`src/rtl/dpdd_pkg.sv`:
```
package dpdd_pkg;

    // sample field widths
    localparam int ENC_W       = 24;
    localparam int GAIN_W      = 16;
    localparam int DRV_W       = 8;
    localparam int DRIVE_LIM   = 100;

    // encoder averaging
    localparam int WHEEL_COUNT = 6;
    localparam int ENC_FIELDS  = 6;
    localparam int AVG_N       = (WHEEL_COUNT > ENC_FIELDS) ? ENC_FIELDS :
                                 ((WHEEL_COUNT < 1) ? 1 : WHEEL_COUNT);
    localparam int TOT_W       = ENC_W + 3;
    localparam int MAG_W       = TOT_W - 1;
    localparam int RCP_S       = MAG_W + 2;
    localparam int RCP_W       = RCP_S + 1;
    localparam logic [RCP_W-1:0] RCP_M = RCP_W'((64'd1 << RCP_S) / AVG_N);

    // pid datapath
    localparam int ERR_W       = ENC_W + 1;
    localparam int DE_W        = ERR_W + 1;
    localparam int SUM_W       = 40;
    localparam int SUM_LO_W    = SUM_W / 2;
    localparam int SUM_HI_W    = SUM_W - SUM_LO_W;
    localparam int ACC_W       = 57;
    localparam int MOVE_SHIFT  = 12;
    localparam int TURN_SHIFT  = 18;
    localparam int MIX_W       = ACC_W - MOVE_SHIFT + 1;

    // configuration register indexes
    localparam int CFG_IDX_W   = 3;
    localparam logic [CFG_IDX_W-1:0] CFG_MOVE_KP = 3'd0;
    localparam logic [CFG_IDX_W-1:0] CFG_MOVE_KI = 3'd1;
    localparam logic [CFG_IDX_W-1:0] CFG_MOVE_KD = 3'd2;
    localparam logic [CFG_IDX_W-1:0] CFG_TURN_KP = 3'd3;
    localparam logic [CFG_IDX_W-1:0] CFG_TURN_KI = 3'd4;
    localparam logic [CFG_IDX_W-1:0] CFG_TURN_KD = 3'd5;

    localparam logic signed [GAIN_W-1:0] MOVE_KP_RST = 16'sd819;
    localparam logic signed [GAIN_W-1:0] TURN_KP_RST = 16'sd1229;

    // pipeline stage numbers
    localparam int ST_IN   = 0;
    localparam int ST_SUM  = 1;
    localparam int ST_RCP  = 2;
    localparam int ST_AVG  = 3;
    localparam int ST_ERR  = 4;
    localparam int ST_MUL  = 5;
    localparam int ST_ACC  = 6;
    localparam int ST_POW  = 7;
    localparam int ST_OUT  = 8;
    localparam int STAGES  = 9;

    typedef struct packed {
        logic err;
        logic mul;
        logic acc;
        logic pow;
    } t_pid_ld;

endpackage

```
`src/rtl/dpdd_pid.sv`:
```
module dpdd_pid #(
    parameter int SHIFT = dpdd_pkg::MOVE_SHIFT
) (
    input  logic                                     i_clk,
    input  logic                                     i_rst_n,
    input  dpdd_pkg::t_pid_ld                        i_ld,
    input  logic signed [dpdd_pkg::GAIN_W-1:0]       i_kp,
    input  logic signed [dpdd_pkg::GAIN_W-1:0]       i_ki,
    input  logic signed [dpdd_pkg::GAIN_W-1:0]       i_kd,
    input  logic signed [dpdd_pkg::ERR_W-1:0]        i_err,
    output logic signed [dpdd_pkg::ACC_W-SHIFT-1:0]  o_pow
);
    import dpdd_pkg::*;

    localparam int KP_W = GAIN_W + ERR_W;
    localparam int KD_W = GAIN_W + DE_W;
    localparam int KL_W = GAIN_W + SUM_LO_W + 1;
    localparam int KH_W = GAIN_W + SUM_HI_W;
    localparam int POW_W = ACC_W - SHIFT;
    localparam logic signed [SUM_W-1:0] SUM_MAX = {1'b0, {(SUM_W-1){1'b1}}};
    localparam logic signed [SUM_W-1:0] SUM_MIN = {1'b1, {(SUM_W-1){1'b0}}};
    localparam logic [ACC_W-1:0] BIAS = ACC_W'((64'd1 << SHIFT) - 64'd1);

    // loop state, also the payload of the error stage
    logic signed [ERR_W-1:0]  r_last;
    logic signed [SUM_W-1:0]  r_sum;
    logic signed [DE_W-1:0]   r_de;

    logic signed [KP_W-1:0]   r_p_kp;
    logic signed [KD_W-1:0]   r_p_kd;
    logic signed [KL_W-1:0]   r_p_lo;
    logic signed [KH_W-1:0]   r_p_hi;
    logic signed [ACC_W-1:0]  r_acc;
    logic signed [POW_W-1:0]  r_pow;

    logic signed [SUM_W:0]    n_sum_w;
    logic signed [SUM_W-1:0]  n_sum;
    logic signed [DE_W-1:0]   n_de;
    logic signed [ACC_W-1:0]  n_acc;
    logic signed [ACC_W-1:0]  n_biased;

    // saturating error sum and error change
    always_comb begin
        n_sum_w = (SUM_W+1)'(r_sum) + (SUM_W+1)'(i_err);
        if (n_sum_w[SUM_W] != n_sum_w[SUM_W-1]) begin
            n_sum = n_sum_w[SUM_W] ? SUM_MIN : SUM_MAX;
        end else begin
            n_sum = n_sum_w[SUM_W-1:0];
        end
        n_de = DE_W'(i_err) - DE_W'(r_last);
    end

    always_ff @(posedge i_clk) begin
        if (!i_rst_n) begin
            r_last <= '0;
            r_sum  <= '0;
        end else if (i_ld.err) begin
            r_last <= i_err;
            r_sum  <= n_sum;
        end
    end

    always_ff @(posedge i_clk) begin
        if (i_ld.err) begin
            r_de <= n_de;
        end
    end

    // sum gain split in two narrow products
    always_ff @(posedge i_clk) begin
        if (i_ld.mul) begin
            r_p_kp <= KP_W'(i_kp) * KP_W'(r_last);
            r_p_kd <= KD_W'(i_kd) * KD_W'(r_de);
            r_p_lo <= KL_W'(i_ki) * KL_W'($signed({1'b0, r_sum[SUM_LO_W-1:0]}));
            r_p_hi <= KH_W'(i_ki) * KH_W'($signed(r_sum[SUM_W-1:SUM_LO_W]));
        end
    end

    always_comb begin
        n_acc = ACC_W'(r_p_kp) + ACC_W'(r_p_kd) + ACC_W'(r_p_lo)
              + (ACC_W'(r_p_hi) <<< SUM_LO_W);
        // round toward zero before the arithmetic shift
        n_biased = r_acc + (r_acc[ACC_W-1] ? $signed(BIAS) : '0);
    end

    always_ff @(posedge i_clk) begin
        if (i_ld.acc) begin
            r_acc <= n_acc;
        end
        if (i_ld.pow) begin
            r_pow <= n_biased[ACC_W-1:SHIFT];
        end
    end

    assign o_pow = r_pow;

endmodule

```
`config.mk`:
```
export PLATFORM = sky130hd
export DESIGN_NAME = dpdd_pid
export DESIGN_NICKNAME = d
export VERILOG_FILES = /design/src/rtl/dpdd_pkg.sv /design/src/rtl/dpdd_pid.sv
export SDC_FILE = /design/constraint.sdc
export NUM_CORES = 2
export LEC_CHECK = 0
export BUFFER_PORTS_ARGS = -buffer_cell sky130_fd_sc_hd__buf_2
export CORE_UTILIZATION = 55
export CTS_CLUSTER_DIAMETER = 80
export DETAILED_ROUTE_END_ITERATION = 6
export GPL_TIMING_DRIVEN = 0
export PLACE_DENSITY = 0.83
export SKIP_LAST_GASP = 1
export SLEW_MARGIN = 20
export SYNTH_ARGS = -nofsm -noshare
export SYNTH_HDL_FRONTEND = slang
export SYNTH_SLANG_ARGS = --single-unit
export TNS_END_PERCENT = 20
```
`constraint.sdc`:
```
create_clock -name i_clk -period 7.85 [get_ports i_clk]
set_input_delay 1.57 -clock i_clk [delete_from_list [all_inputs] [get_ports i_clk]]
set_output_delay 1.57 -clock i_clk [all_outputs]
set_load 0.01 [all_outputs]
```
# After elaboration in Yosys (flattened, before gate mapping)
# Cells that the tools add are included.
dict set report word_totals {
  register_bits 349
  ramBits 0
  out_inout_bits 45
  rom_bits 0
  n_memories 0
  inputBits 79
  latch_bits 0
}
dict set report classes {
  add_sub_neg 6
  reduce_logical 0
  n_mul 4
  magnitude_cmp 0
  div 0
  n_bitwise 0
  mux 3
  n_eq_ne 1
  shift 0
}
# op count
set ops {}
lappend ops {{two-way mux 40 bit} 2}
lappend ops {{adder 44 x 56 -> 57 bit} 1}
lappend ops {{adder 57 x 12 -> 57 bit} 1}
lappend ops {{adder 43 x 37 -> 44 bit} 1}
lappend ops {{adder 41 x 42 -> 43 bit} 1}
lappend ops {{multiplier 16 x 26 -> 42 bit} 1}
lappend ops {{adder 40 x 25 -> 41 bit} 1}
lappend ops {{multiplier 16 x 25 -> 41 bit} 1}
lappend ops {{multiplier 16 x 21 -> 37 bit} 1}
lappend ops {{multiplier 16 x 20 -> 36 bit} 1}
lappend ops {{subtractor 25 x 25 -> 26 bit} 1}
lappend ops {{two-way mux 12 bit} 1}
lappend ops {{inequality test 1 bit} 1}

# Logic depth before layout (Yosys ltp)
dict set report depth {
  word_depth 3
  ltp_mapped 28
}

# Least setup slack after synthesis
# OpenSTA, ideal clock, no wires.
dict set report synth_path {
  kind {input to register}
  from {in i_kd[7] (netlist bit)}
  to {reg r_p_kd[36] (data pin)}
  path_slack_ns 0.027
  path_buffers 2
  t_arrival_ns 7.558
  stages 24
  cell_sequence {clkbuf_1 clkbuf_1 nand2_1 fa_1 inv_1 fa_1 fa_1 fa_1 fa_1 inv_1 fa_1 inv_1 ha_1 a21o_1 a21o_1 a21o_1 a21o_1 a21oi_1 nor2_1 nor3_1 o2111ai_1 a41oi_1 o21ai_0 xor2_1}
}
dict set report synth_between {
  elab_chain_len 1
}
# element line
set synth_rtl {}
lappend synth_rtl {{start: declaration} dpdd_pid.sv:9} ;# input logic signed [dpdd_pkg::GAIN_W-1:0] i_kd,
lappend synth_rtl {{multiplier 16 x 26 -> 42 bit} dpdd_pid.sv:73} ;# r_p_kd <= KD_W'(i_kd) * KD_W'(r_de);
lappend synth_rtl {{end signal: assignment} dpdd_pid.sv:73}
lappend synth_rtl {{end: declaration} dpdd_pid.sv:30} ;# logic signed [KD_W-1:0] r_p_kd;
# No other way between the ends.
# A chain may end at the register's enable or synchronous reset.

# Worst setup path in the final report
dict set report layout_path {
  from {in i_kp[13] (netlist bit)}
  to {reg r_p_kp[38] (data pin)}
}
dict set report layout_between {
  elab_chain_len 1
}
# element line
set layout_rtl {}
lappend layout_rtl {{start: declaration} dpdd_pid.sv:7} ;# input logic signed [dpdd_pkg::GAIN_W-1:0] i_kp,
lappend layout_rtl {{multiplier 16 x 25 -> 41 bit} dpdd_pid.sv:72} ;# r_p_kp <= KP_W'(i_kp) * KP_W'(r_last);
lappend layout_rtl {{end signal: assignment} dpdd_pid.sv:72}
lappend layout_rtl {{end: declaration} dpdd_pid.sv:29} ;# logic signed [KP_W-1:0] r_p_kp;
# No other way between the ends.

==> summary.txt <==
Critical path
  • R2r setup slk: 50 ps
  • Crit path max fanout: 10
  • FF-to-FF Start: r_last[15]$_SDFFE_PN0P_
  • CP Capture Type: flip-flop
  • Reg2reg path depth: 24
  • Crit path required time: 8170 ps
  • Worst EP arrival: 8160 ps
  • Critical path class: in2reg
  • Crit start category: primary input
  • Worst R2R End: r_p_kp[38]$_DFFE_PP_

Clock network
  • Clk buf depth: 3
  • Reg clk slew, reported paths: 60 ps
  • CTS Root Cell: clkbuf_16
  • Htree depth: 2
  • Clock latency on the worst-skew pair: 600 ps
  • CTS tree: built
  • Total CTS buffers: 40
  • Clock net sink count: 349

Timing
  • Fin Clk Skew: 36.98 ps
  • Fin crit share: 99.98%
  • Final number of max-transition violations: 0
  • Setup_tns: 0 ps
  • Slew margin rel.: 31.05%
  • Final setup viols: 0
  • Hold Fails Final Rpt: 0
  • Worst slew pin tran: 1034 ps
  • RSZ-0062 raised after global routing: yes
  • Max Freq: 127.4 MHz
  • Period minus WS final: 7848 ps

Synth
  • Yosys reg bits: 349
  • Main combinational cell family by area after synthesis: adder cells
  • Synthesized instance count: 7482
  • Post-Synth Adder-Cell Area: 51.02%
  • XOR/XNOR share of the synthesized area: 3.888%
  • Synthesized cell area: 71180 um^2
  • Yosys warning count: 0
  • Simple-gate portion of the synthesized area: 13.29%
  • Top cells by count, synth: inv_1, fa_1, nand2_1
  • Synth area leader: fa_1
  • Count of cell types in the netlist: 74
  • Asr flop ratio synth: 0%
  • Compound-Gate Fraction of Synth Area: 7.319%
  • Post-Syn Nets: 9571
  • EDFF count, synth: 284
  • Most numerous cell in the Yosys netlist: inv_1
  • Dominant synthesized flop cell: edfxtp_1
  • Area contributors post-synth: fa_1, edfxtp_1, ha_1
  • Register area share after synthesis: 13.81%
  • Post-synthesis mux area share: 0.3656%
  • Post-synth top area share: 40.47%
  • Mapped Avg Cell Area: 9.514 um^2

Floorplan
  • Chip width: 361.8 um
  • Initial Util: 55.60%
  • Core area: 128000 um^2
  • I/O pins: 124
  • Rows: 131
  • DIE HEIGHT: 361.8 um
  • Die ar.: 130900 um^2

Detailed routing
  • Routed Antenna Nets: 0
  • DR WL/cell: 21.31 um
  • Vias/cell: 5.672
  • Drt first pass iters: 5
  • DRT iter0 DRCs: 4587
  • Routed WL: 200.5 mm
  • # DRC: 0
  • Vias: 53360

Final layout
  • Nets@finish: 9727
  • Finished Layout Cells: 9409
  • Share of post-route cells with drive strength above 1: 5.008%
  • Syn-to-layout area delta: 6.891%
  • Post-route design area: 76090 um^2

Global routing
  • Gr usage total: 31.55%
  • Initial antenna violation count: 14
  • Largest net degree at the start of global routing: 106
  • Vias in the first global route: 57370
  • GRT overflow: 0
  • Global-route wire length before repair: 317.4 mm

Placement
  • Area after DPL: 73900 um^2
  • # placed instances: 9316
  • DP HPWL: 167.8 mm
  • GP Congestion: 1.041
  • PortBufs: 104

Min path
  • Hold Path Cell Cnt: 1
  • Hold worst-path end: o_pow[6]$_DFFE_PP_
  • Hold Startpoint: r_acc[18]$_DFFE_PP_
  • Hold crit path type: reg2reg

Flow run
  • Max-cap violations: 0

Run status
  • Status: complete, no violations
worst max-delay path, stage by stage:
cell	delay, ps
buf_2	250
clkbuf_2	380
nand2_1	140
fa_1	520
fa_1	500
inv_1	50
fa_1	530
fa_1	460
fa_1	500
inv_1	50
fa_1	520
inv_1	60
ha_1	380
o211a_1	260
o2111ai_1	180
a21o_1	200
a211oi_2	130
a31o_2	310
a31o_2	260
a21o_1	210
a21oi_4	190
o21ai_1	130
xnor2_2	390
layout make-up:
type                       instances  area, um^2
clock inverter                    24       215.2
buffer                           280        1395
multi-input combinational       5180       54410
sequential                       349        9836
antenna                           13       32.53
timing repair buffer             119       694.4
inverter                        1668        6267
clock buffer                      47        1072
tap                             1729        2163
fill                           10480       51930
layer usage:
metal / share of wire, % / up-vias / global-route usage, % / routed length [um]
met5: 0.029 / - / 0 / 59
met4: 6.7 / 10 / 18.30 / 13470
met3: 9.4 / 681 / 5.898 / 18800
met2: 46 / 2533 / 51.15 / 93150
met1: 37 / 26920 / 39.68 / 75020
li1: - / 23220 / - / -
registers in the layout, summed over array words and instances (netlist names):
signal	count
r_p_hi	36
r_p_kp	41
o_pow	45
r_p_lo	37
r_sum	40
r_p_kd	42
r_last	25
r_acc	57
r_de	26
worst max-delay path by stage:
stage               cells past startpoint  startpoint  slack (ps)                    to
CTS                                    25     i_ki[5]        -210  r_p_hi[35]$_DFFE_PP_
detailed placement                     20    i_kp[15]       -1790  r_p_kp[40]$_DFFE_PP_
finish                                 23    i_kp[13]           2  r_p_kp[38]$_DFFE_PP_
global route                           24    i_kd[15]        -150  r_p_kd[36]$_DFFE_PP_
floorplan                              24     i_kd[7]          30  r_p_kd[36]$_DFFE_PP_
global placement                       20    i_kp[15]       -1710  r_p_kp[40]$_DFFE_PP_
cell families (layout without fill, tap and decap cells):
logic type | after synthesis | after routing
AND/OR/NAND/NOR | 1977 | 1977
multiplexers | 26 | 26
flip-flops | 349 | 349
buffers and inverters | 1953 | 2138
AO/OA/AOI/OAI | 815 | 815
XOR/XNOR | 316 | 316
other | 0 | 13
adder cells (fa/ha/maj) | 2046 | 2046
per-stage QoR:
step                      hold slack, ps  setup slack [ps]  util, %
after global routing               600.3            -151.1    59.41
after global placement             563.4             -1705    57.70
after floorplan                    535.6             26.62        -
after CTS                          582.5            -208.7    59.01
final                              581.1             1.538    59.44
after detailed placement           573.8             -1794    57.73
what timing repair did:
action | in CTS | in global routing
setup endpoints to repair | 42 | 29
resized for setup | 132 | 222
hold endpoints to repair | 0 | 0
pin swaps | 8 | 22
hold buffers | 0 | 0
setup buffers | 3 | 11
cell usage in the layout, fill, tap and decap left out, types with 18 or more instances in the layout:
cell type  instances
mux2i_1           26
and2_1           579
clkbuf_16         41
dfxtp_1           60
xor2_1            96
inv_1           1665
xnor2_1          210
ha_1             561
edfxtp_1         284
nor2b_1           25
maj3_1            35
nand4_1           24
nor2_1           199
a21o_1           123
nand2_1          937
clkbuf_1         168
clkbuf_2          60
o21ai_0          146
o21a_1            40
buf_4             25
fa_1            1437
nand3_1           50
nor3_1            30
buf_2            110
nand2b_1          53
and3_1            31
o21bai_1          42
o211ai_1          18
a21oi_1          269
a31oi_1           22
Power is left out: the tool's default activity adds up to more than one toggle a clock period on the data nets, which glitch-free logic cannot reach.
